File: config.mk
export PLATFORM = sky130hd
export DESIGN_NAME = hue_gradient_to_rgb_unit
export DESIGN_NICKNAME = d
export VERILOG_FILES = /design/src/rtl/core/hgr_pkg.sv /design/src/rtl/core/hue_gradient_to_rgb_unit.sv /design/src/rtl/core/hgr_channel.sv
export SDC_FILE = /design/constraint.sdc
export NUM_CORES = 2
export LEC_CHECK = 0
export BUFFER_PORTS_ARGS = -buffer_cell sky130_fd_sc_hd__buf_4
export CAP_MARGIN = 20
export CORE_MARGIN = 3
export CORE_UTILIZATION = 65
export DETAILED_ROUTE_END_ITERATION = 6
export HOLD_SLACK_MARGIN = 0.02
export PLACE_DENSITY = 0.93
export SKIP_CTS_REPAIR_TIMING = 1
export SLEW_MARGIN = 20
export SYNTH_ARGS = -nofsm -noshare
export SYNTH_HDL_FRONTEND = slang
export SYNTH_SLANG_ARGS = --single-unit
File: constraint.sdc
create_clock -name aclk -period 11.5 [get_ports aclk]
set_clock_uncertainty 0.1 [all_clocks]
set_input_delay 0.575 -clock aclk [delete_from_list [all_inputs] [get_ports aclk]]
set_output_delay 0.575 -clock aclk [all_outputs]
set_load 0.02 [all_outputs]
File: src/rtl/core/hgr_pkg.sv
// Shared types and constants for the hue gradient to RGB unit.
// No dependencies; imported by the channel slice, the top level and the checker.
`default_nettype none

package hgr_pkg;

    // Sizing
    localparam int MAX_HUES  = 8;
    localparam int HUE_BITS  = 16;
    localparam int POS_W     = 16;
    localparam int LVL_W     = 8;
    localparam int CNT_W     = 4;
    localparam int CFG_W     = 64;
    localparam int CFG_IDX_W = 3;
    localparam int STOP_W    = 16;
    localparam int TBL_STOPS = CFG_W / STOP_W * 2;
    localparam int TBL_IDX_W = $clog2(TBL_STOPS);
    localparam int IDX_W     = $clog2(MAX_HUES);
    localparam int HUE_W     = STOP_W + 1;   // 0.16 hue, 0 to 1.0 inclusive
    localparam int T_W       = HUE_W + 1;    // hue times three
    localparam int CH_W      = 16;           // q and p in 1/65025 units
    localparam int NUM_STG   = 6;

    // Stop masking: keep the top HUE_BITS of each stop
    localparam logic [STOP_W-1:0] HUE_MASK =
        STOP_W'(((1 << HUE_BITS) - 1) << (STOP_W - HUE_BITS));
    localparam logic [HUE_W-1:0] HUE_ONE = HUE_W'(1 << STOP_W);

    // Circle positions in units of 1/196608
    localparam logic [T_W-1:0] SIXTH3     = T_W'(32768);
    localparam logic [T_W-1:0] THIRD3     = T_W'(65536);
    localparam logic [T_W-1:0] HALF3      = T_W'(98304);
    localparam logic [T_W-1:0] TWOTHIRDS3 = T_W'(131072);
    localparam int SIXTH_SHIFT = 15;

    // floor(v / 255) = (v * 32897) >> 23 for v up to 65025
    localparam int RECIP_SHIFT = 23;
    localparam logic [CH_W-1:0] RECIP_255 = CH_W'(((1 << RECIP_SHIFT) + 254) / 255);

    // Register defaults
    localparam logic [LVL_W-1:0] SAT_RST   = LVL_W'(255);
    localparam logic [LVL_W-1:0] LIGHT_RST = LVL_W'(128);
    localparam logic [CNT_W-1:0] COUNT_RST = CNT_W'(1);

    // Configuration register indexes
    typedef enum logic [CFG_IDX_W-1:0] {
        REG_SATURATION = 3'd0,
        REG_LIGHTNESS  = 3'd1,
        REG_HUE_COUNT  = 3'd2,
        REG_TABLE_LOW  = 3'd3,
        REG_TABLE_HIGH = 3'd4
    } cfg_reg_t;

    // Load enables for the two stages inside a channel slice
    typedef struct packed {
        logic ld_mul;
        logic ld_div;
    } hgr_ch_en_t;

endpackage

`default_nettype wire

File: src/rtl/core/hue_gradient_to_rgb_unit.sv
// Hue gradient to RGB: position -> interpolated hue -> HSL to 8-bit RGB.
// Depends on hgr_pkg and hgr_channel.
//
//   port group   dir   handshake         payload
//   s_*          in    s_valid/s_ready   s_position[15:0]
//   m_*          out   m_valid/m_ready   m_red_level, m_green_level, m_blue_level
//   cfg_*        in    cfg_wr_en         cfg_index[2:0], cfg_wr_data[63:0]
//
// One item per clock when the output is not stalled; six register stages, the
// last being the output register.
// Each stage holds its own valid bit and takes a new item whenever it is empty
// or the stage after it moves, so bubbles close up under a stall.
// q/p terms follow a configuration write through the ls/l255/s255 and q/p/d registers.
// Reset (aresetn, synchronous) empties the pipeline and loads register defaults.
`default_nettype none

module hue_gradient_to_rgb_unit (
    input  logic                          aclk,
    input  logic                          aresetn,
    input  logic                          cfg_wr_en,
    input  logic [hgr_pkg::CFG_IDX_W-1:0] cfg_index,
    input  logic [hgr_pkg::CFG_W-1:0]     cfg_wr_data,
    input  logic                          s_valid,
    output logic                          s_ready,
    input  logic [hgr_pkg::POS_W-1:0]     s_position,
    output logic                          m_valid,
    input  logic                          m_ready,
    output logic [hgr_pkg::LVL_W-1:0]     m_red_level,
    output logic [hgr_pkg::LVL_W-1:0]     m_green_level,
    output logic [hgr_pkg::LVL_W-1:0]     m_blue_level
);
    import hgr_pkg::*;

    // Configuration registers
    logic [LVL_W-1:0] sat_reg;
    logic [LVL_W-1:0] light_reg;
    logic [CNT_W-1:0] count_reg;
    logic [CFG_W-1:0] tbl_lo_reg;
    logic [CFG_W-1:0] tbl_hi_reg;

    always_ff @(posedge aclk) begin
        if (!aresetn) begin
            sat_reg    <= SAT_RST;
            light_reg  <= LIGHT_RST;
            count_reg  <= COUNT_RST;
            tbl_lo_reg <= '0;
            tbl_hi_reg <= '0;
        end else if (cfg_wr_en) begin
            case (cfg_reg_t'(cfg_index))
                REG_SATURATION: sat_reg    <= cfg_wr_data[LVL_W-1:0];
                REG_LIGHTNESS:  light_reg  <= cfg_wr_data[LVL_W-1:0];
                REG_HUE_COUNT:  count_reg  <= cfg_wr_data[CNT_W-1:0];
                REG_TABLE_LOW:  tbl_lo_reg <= cfg_wr_data;
                REG_TABLE_HIGH: tbl_hi_reg <= cfg_wr_data;
                default: ;
            endcase
        end
    end

    // q, p and q - p from saturation and lightness, two register levels
    logic [CH_W-1:0] ls_reg;
    logic [CH_W-1:0] l255_reg;
    logic [CH_W-1:0] s255_reg;
    logic            lhi_reg;
    logic [CH_W-1:0] q_reg;
    logic [CH_W-1:0] p_reg;
    logic [CH_W-1:0] d_reg;
    logic [CH_W-1:0] q_next;
    logic [CH_W-1:0] d_next;

    always_ff @(posedge aclk) begin
        ls_reg   <= light_reg * sat_reg;
        l255_reg <= {light_reg, {LVL_W{1'b0}}} - CH_W'(light_reg);
        s255_reg <= {sat_reg, {LVL_W{1'b0}}} - CH_W'(sat_reg);
        lhi_reg  <= light_reg[LVL_W-1];
    end

    always_comb begin
        if (!lhi_reg) begin
            q_next = l255_reg + ls_reg;
            d_next = {ls_reg[CH_W-2:0], 1'b0};
        end else begin
            q_next = CH_W'({1'b0, l255_reg} + {1'b0, s255_reg} - {1'b0, ls_reg});
            d_next = CH_W'({s255_reg - ls_reg, 1'b0});
        end
    end

    always_ff @(posedge aclk) begin
        q_reg <= q_next;
        d_reg <= d_next;
        p_reg <= q_next - d_next;
    end

    // Pipeline valid/ready chain; index 0 is the input port
    logic [NUM_STG:1]   vld_reg;
    logic [NUM_STG:0]   vld_w;
    logic [NUM_STG+1:1] rdy_w;

    assign vld_w = {vld_reg, s_valid};

    always_comb begin
        rdy_w[NUM_STG+1] = m_ready;
        for (int k = NUM_STG; k >= 1; k--) begin
            rdy_w[k] = !vld_reg[k] || rdy_w[k+1];
        end
    end

    always_ff @(posedge aclk) begin
        if (!aresetn) begin
            vld_reg <= '0;
        end else begin
            for (int k = 1; k <= NUM_STG; k++) begin
                if (rdy_w[k]) begin
                    vld_reg[k] <= vld_w[k-1];
                end
            end
        end
    end

    assign s_ready = rdy_w[1];
    assign m_valid = vld_reg[NUM_STG];

    // Stage 1: segment index, fraction, and the two bounding stops
    logic [CNT_W-1:0]       n_w;
    logic [POS_W+CNT_W-1:0] seg_prod;
    logic [IDX_W-1:0]       idx_w;
    logic [STOP_W-1:0]      stop_w [TBL_STOPS];
    logic [STOP_W-1:0]      next_w [TBL_STOPS];
    logic [POS_W-1:0]       frac1_reg;
    logic [STOP_W-1:0]      a1_reg;
    logic [STOP_W-1:0]      b1_reg;

    always_comb begin
        if (count_reg == '0) begin
            n_w = CNT_W'(1);
        end else if (count_reg > CNT_W'(MAX_HUES)) begin
            n_w = CNT_W'(MAX_HUES);
        end else begin
            n_w = count_reg;
        end
        seg_prod = s_position * n_w;
        idx_w    = seg_prod[POS_W +: IDX_W];
    end

    // Stop unpacking; next_w[i] is the stop after i, wrapping at the count
    always_comb begin
        for (int i = 0; i < TBL_STOPS; i++) begin
            if (i < TBL_STOPS / 2) begin
                stop_w[i] = tbl_lo_reg[STOP_W*i +: STOP_W] & HUE_MASK;
            end else begin
                stop_w[i] = tbl_hi_reg[STOP_W*(i - TBL_STOPS/2) +: STOP_W] & HUE_MASK;
            end
        end
        for (int i = 0; i < TBL_STOPS; i++) begin
            if (CNT_W'(i + 1) == n_w) begin
                next_w[i] = stop_w[0];
            end else begin
                next_w[i] = stop_w[(i + 1) % TBL_STOPS];
            end
        end
    end

    always_ff @(posedge aclk) begin
        if (rdy_w[1]) begin
            frac1_reg <= seg_prod[POS_W-1:0];
            a1_reg    <= stop_w[TBL_IDX_W'(idx_w)];
            b1_reg    <= next_w[TBL_IDX_W'(idx_w)];
        end
    end

    // Stage 2: forward distance around the circle times fraction
    logic [STOP_W-1:0]        diff_w;
    logic [POS_W+STOP_W-1:0]  mix_w;
    logic [STOP_W-1:0]        a2_reg;
    logic [STOP_W-1:0]        m2_reg;
    logic                     wrap2_reg;

    // modulo-2^16 difference is b - a, or 65536 - a + b when b < a
    assign diff_w = b1_reg - a1_reg;
    assign mix_w  = frac1_reg * diff_w;

    always_ff @(posedge aclk) begin
        if (rdy_w[2]) begin
            a2_reg    <= a1_reg;
            m2_reg    <= mix_w[POS_W+STOP_W-1:POS_W];
            wrap2_reg <= b1_reg < a1_reg;
        end
    end

    // Stage 3: hue, wrapped back below one when it ran past
    logic [HUE_W-1:0] hsum_w;
    logic [HUE_W-1:0] hue3_reg;

    assign hsum_w = {1'b0, a2_reg} + {1'b0, m2_reg};

    always_ff @(posedge aclk) begin
        if (rdy_w[3]) begin
            if (wrap2_reg && (hsum_w > HUE_ONE)) begin
                hue3_reg <= hsum_w - HUE_ONE;
            end else begin
                hue3_reg <= hsum_w;
            end
        end
    end

    // Stage 4: per-channel circle positions, 3*hue shifted by +-1/3
    logic [T_W-1:0] t3_w;
    logic [T_W-1:0] tr_next;
    logic [T_W-1:0] tb_next;
    logic [T_W-1:0] tr4_reg;
    logic [T_W-1:0] tg4_reg;
    logic [T_W-1:0] tb4_reg;

    always_comb begin
        t3_w = T_W'(hue3_reg) + T_W'({hue3_reg, 1'b0});
        if (t3_w > TWOTHIRDS3) begin
            tr_next = t3_w - TWOTHIRDS3;
        end else begin
            tr_next = t3_w + THIRD3;
        end
        if (t3_w < THIRD3) begin
            tb_next = t3_w + TWOTHIRDS3;
        end else begin
            tb_next = t3_w - THIRD3;
        end
    end

    always_ff @(posedge aclk) begin
        if (rdy_w[4]) begin
            tr4_reg <= tr_next;
            tg4_reg <= t3_w;
            tb4_reg <= tb_next;
        end
    end

    // Stages 5 and 6: channel slices
    hgr_ch_en_t       ch_en;
    logic [LVL_W-1:0] red_w;
    logic [LVL_W-1:0] green_w;
    logic [LVL_W-1:0] blue_w;

    assign ch_en.ld_mul = rdy_w[5];
    assign ch_en.ld_div = rdy_w[6];

    hgr_channel u_red (
        .aclk  (aclk),
        .en    (ch_en),
        .t_pos (tr4_reg),
        .q_val (q_reg),
        .p_val (p_reg),
        .d_val (d_reg),
        .level (red_w)
    );

    hgr_channel u_green (
        .aclk  (aclk),
        .en    (ch_en),
        .t_pos (tg4_reg),
        .q_val (q_reg),
        .p_val (p_reg),
        .d_val (d_reg),
        .level (green_w)
    );

    hgr_channel u_blue (
        .aclk  (aclk),
        .en    (ch_en),
        .t_pos (tb4_reg),
        .q_val (q_reg),
        .p_val (p_reg),
        .d_val (d_reg),
        .level (blue_w)
    );

    // Zero saturation gives grey at the lightness level
    assign m_red_level   = (sat_reg == '0) ? light_reg : red_w;
    assign m_green_level = (sat_reg == '0) ? light_reg : green_w;
    assign m_blue_level  = (sat_reg == '0) ? light_reg : blue_w;

endmodule

`default_nettype wire

File: src/rtl/core/hgr_channel.sv
// One color channel: hue position to 8-bit level, two pipeline stages.
// Depends on hgr_pkg.
`default_nettype none

module hgr_channel (
    input  logic                    aclk,
    input  hgr_pkg::hgr_ch_en_t     en,
    input  logic [hgr_pkg::T_W-1:0] t_pos,
    input  logic [hgr_pkg::CH_W-1:0] q_val,
    input  logic [hgr_pkg::CH_W-1:0] p_val,
    input  logic [hgr_pkg::CH_W-1:0] d_val,
    output logic [hgr_pkg::LVL_W-1:0] level
);
    import hgr_pkg::*;

    logic [CH_W-1:0]   base_next;
    logic [CH_W-1:0]   ramp_next;
    logic [T_W-1:0]    down_w;
    logic [CH_W-1:0]   base_reg;
    logic [2*CH_W-1:0] prod_reg;
    logic [CH_W:0]     v_w;
    logic [CH_W+CH_W:0] quo_w;
    logic [LVL_W-1:0]  level_reg;

    // Region select: rising ramp, flat q, falling ramp, flat p
    always_comb begin
        down_w    = TWOTHIRDS3 - t_pos;
        base_next = p_val;
        ramp_next = '0;
        if (t_pos < SIXTH3) begin
            ramp_next = t_pos[CH_W-1:0];
        end else if (t_pos < HALF3) begin
            base_next = q_val;
        end else if (t_pos < TWOTHIRDS3) begin
            ramp_next = down_w[CH_W-1:0];
        end
    end

    // Stage A: ramp product (q - p) * x
    always_ff @(posedge aclk) begin
        if (en.ld_mul) begin
            base_reg <= base_next;
            prod_reg <= d_val * ramp_next;
        end
    end

    // Stage B: scale back to 1/65025 units, then divide by 255
    assign v_w   = {1'b0, base_reg} + prod_reg[2*CH_W-1:SIXTH_SHIFT];
    assign quo_w = v_w * RECIP_255;

    always_ff @(posedge aclk) begin
        if (en.ld_div) begin
            level_reg <= quo_w[RECIP_SHIFT +: LVL_W];
        end
    end

    assign level = level_reg;

endmodule

`default_nettype wire

==> metrics.csv <==
metric,value,unit
status,"complete, no violations",
Post-synth top flop,dfxtp_1,
area post-placement,67720,um2
starting DRC count in detailed routing,4839,
post-synthesis xor/xnor area fraction,3.358,%
WP data required,11720,ps
Worst slew margin,27.26,%
Clock Tree Buf Depth,3,
Max Cap Violations,0,
Final nets,8930,
Worst Setup Path Type,reg2reg,
Yosys top cell by area,fa_1,
per-cell routed wire length,20.34,um
post-synthesis sequential area ratio,18.60,%
post-route clock period utilization,81.96,%
reg2reg start,tr4_reg[0],
Vias/cell,6.163,
vias in the first global route,55540,
Syn. warnings,0,
Overall Global Routing Usage,33.36,%
first-pass GRT wire length,279500,um
endpoints failing setup,0,
WHS Path Cells,3,
syn nets,9009,
DIE AREA,105000,um2
flop-to-flop setup slack,2070,ps
Vias,52500,
DRC errors left,0,
starting density of the core,65.62,%
top-count cell post-synth,nand2_1,
worst-path maximum fanout,15,
Commonest cells post-synth,"nand2_1, inv_1, ha_1",
Num CTS Buffers,48,
Simple-Gate Fraction of Synth Area,16.76,%
mux share of post-synthesis cell area,1.814,%
hold_ws,83.75,ps
Reg2Reg Depth,31,
Mean Syn Cell Area,9.059,um2
TritonCTS clock tree,yes,
Yosys reg bits,490,
fin. max-slew vios,0,
Synth cell types,86,
drt pass-1 iters,6,
asr flop ratio synth,0,%
Area contributors post-synth,"fa_1, ha_1, edfxtp_1",
mapped cell area,65720,um2
Worst-Skew Late Latency,660,ps
number of routed nets with antenna violations,0,
fmax,106.1,MHz
Syn Inst Count,7255,
number of synthesized flops with an enable pin,241,
HPWL reported at the end of detailed placement,131000,um
Worst Hold End,tbl_lo_reg[28],
clk sinks,490,
Fill cells,6909,
share of the synthesized area in the top cell type,24.92,%
# rows,116,
post-synthesis adder-cell area fraction,41.06,%
IO buf count,113,
Final Cell Area,69410,um2
CP most frequent cell,fa_1,
layout cell share with drive strength beyond 1,5.585,%
Core Area,100100,um2
Die Ht,324.0,um
worst hold start,cfg_wr_data[28],
Setup TNS,0,ps
H-tree level count,2,
largest net degree at the start of global routing,94,
initial antenna violation count,8,
Synth Area in Compound Gates,9.968,%
CP max-delay cell,nor3_1,
Setup crit end kind,register,
Worst Hold Class,in2reg,
CP peak stage delay,680,ps
Layout Area Growth over Synthesis,5.609,%
width of the die,324.0,um
largest family of logic cells by synthesized area,adder cells,
crit path launch type,register,
Inst Count DP,8424,
"Min Clock Period, post-route",9425,ps
fin cells,8519,
measured slew at the worst slew-check pin,1090,ps
Fin. Hold Viols,0,
GRT overflow,0,
Post-Route WL,173200,um
GP Congestion,0.9305,
R2R Path End,u_red.prod_reg[31],
CP arrival,9650,ps
num ports,114,
RSZ-0062 raised after global routing,false,
CTS root buffer,clkbuf_16,
clock-pin slew on the worst setup and hold paths,70,ps
## cell usage in the layout, fill, tap and decap left out, types with 49 or more instances in the layout
| cell type | instances |
|---|---|
| o21ai_0 | 158 |
| inv_1 | 1117 |
| ha_1 | 848 |
| nor2b_1 | 62 |
| dfxtp_1 | 247 |
| and2_1 | 482 |
| a21oi_1 | 153 |
| xnor2_1 | 180 |
| mux2i_1 | 62 |
| nor3_1 | 102 |
| a21o_1 | 66 |
| fa_1 | 818 |
| edfxtp_1 | 241 |
| mux2_2 | 49 |
| buf_4 | 215 |
| a21boi_0 | 153 |
| nand3_1 | 63 |
| nand2_1 | 1140 |
| o31ai_1 | 60 |
| xor2_1 | 69 |
| nor2_1 | 252 |
## cell type report
type                       count  area, um2  area share (%)
clock inverter                37      392.9          0.5661
timing repair buffer         216       1625           2.342
multi-input combinational   5301      48100           69.30
clock buffer                  53       1230           1.772
inverter                    1119       4200           6.052
tap                         1298       1624           2.340
antenna                        5      12.51         0.01803
sequential                   490      12220           17.61
## critical path: cells and delay by family, from the launching register on
kind / cells / cell delay (ps)
fa+ha+maj: 8 / 3490
simple gates: 11 / 2840
compound gates: 6 / 1690
buf+inv: 5 / 450
flops: 1 / 410
xor+xnor: 1 / 180
## layer usage
| layer | up-vias | routed length (um) | track usage [%] | share of wire (%) |
|---|---|---|---|---|
| li1 | 23340 | - | - | - |
| met1 | 25400 | 62370 | 39.29 | 36 |
| met2 | 2904 | 83150 | 56.88 | 48 |
| met3 | 858 | 15060 | 5.696 | 8.7 |
| met4 | 4 | 12640 | 20.98 | 7.3 |
| met5 | - | 23 | 0 | 0.013 |
## stage by stage
| stage | setup slack [ps] | util, % |
|---|---|---|
| 3_3_place_gp | 2461 | 67.61 |
| 3_5_place_dp | 2224 | 67.62 |
| 5_1_grt | 1532 | 69.30 |
| 2_1_floorplan | 3229 | - |
| 4_1_cts | 2154 | 69.24 |
| 6_report | 2075 | 69.31 |
## kinds of logic (layout without fill, tap and decap cells)
family                   count (synthesis)  count (layout)
AO/OA/AOI/OAI                          941             941
adder cells (fa/ha/maj)               1666            1666
other                                    0               5
flip-flops                             490             490
XOR/XNOR                               252             252
AND/OR/NAND/NOR                       2329            2329
buffers and inverters                 1464            1425
multiplexers                           113             113
## worst max path at each step
stage	startpoint	end	slack (ps)	cells past startpoint
detailed placement	b1_reg[0]	m2_reg[15]	2220	32
CTS	b1_reg[0]	m2_reg[15]	2150	32
finish	tr4_reg[0]	u_red.prod_reg[31]	2070	31
global placement	b1_reg[0]	m2_reg[15]	2460	32
floorplan	tr4_reg[0]	u_blue.prod_reg[31]	3230	33
global route	tr4_reg[0]	u_red.prod_reg[31]	1530	31
Power is not shown: default switching activity piles up to over one toggle a cycle in this logic, so the estimate is an artifact.
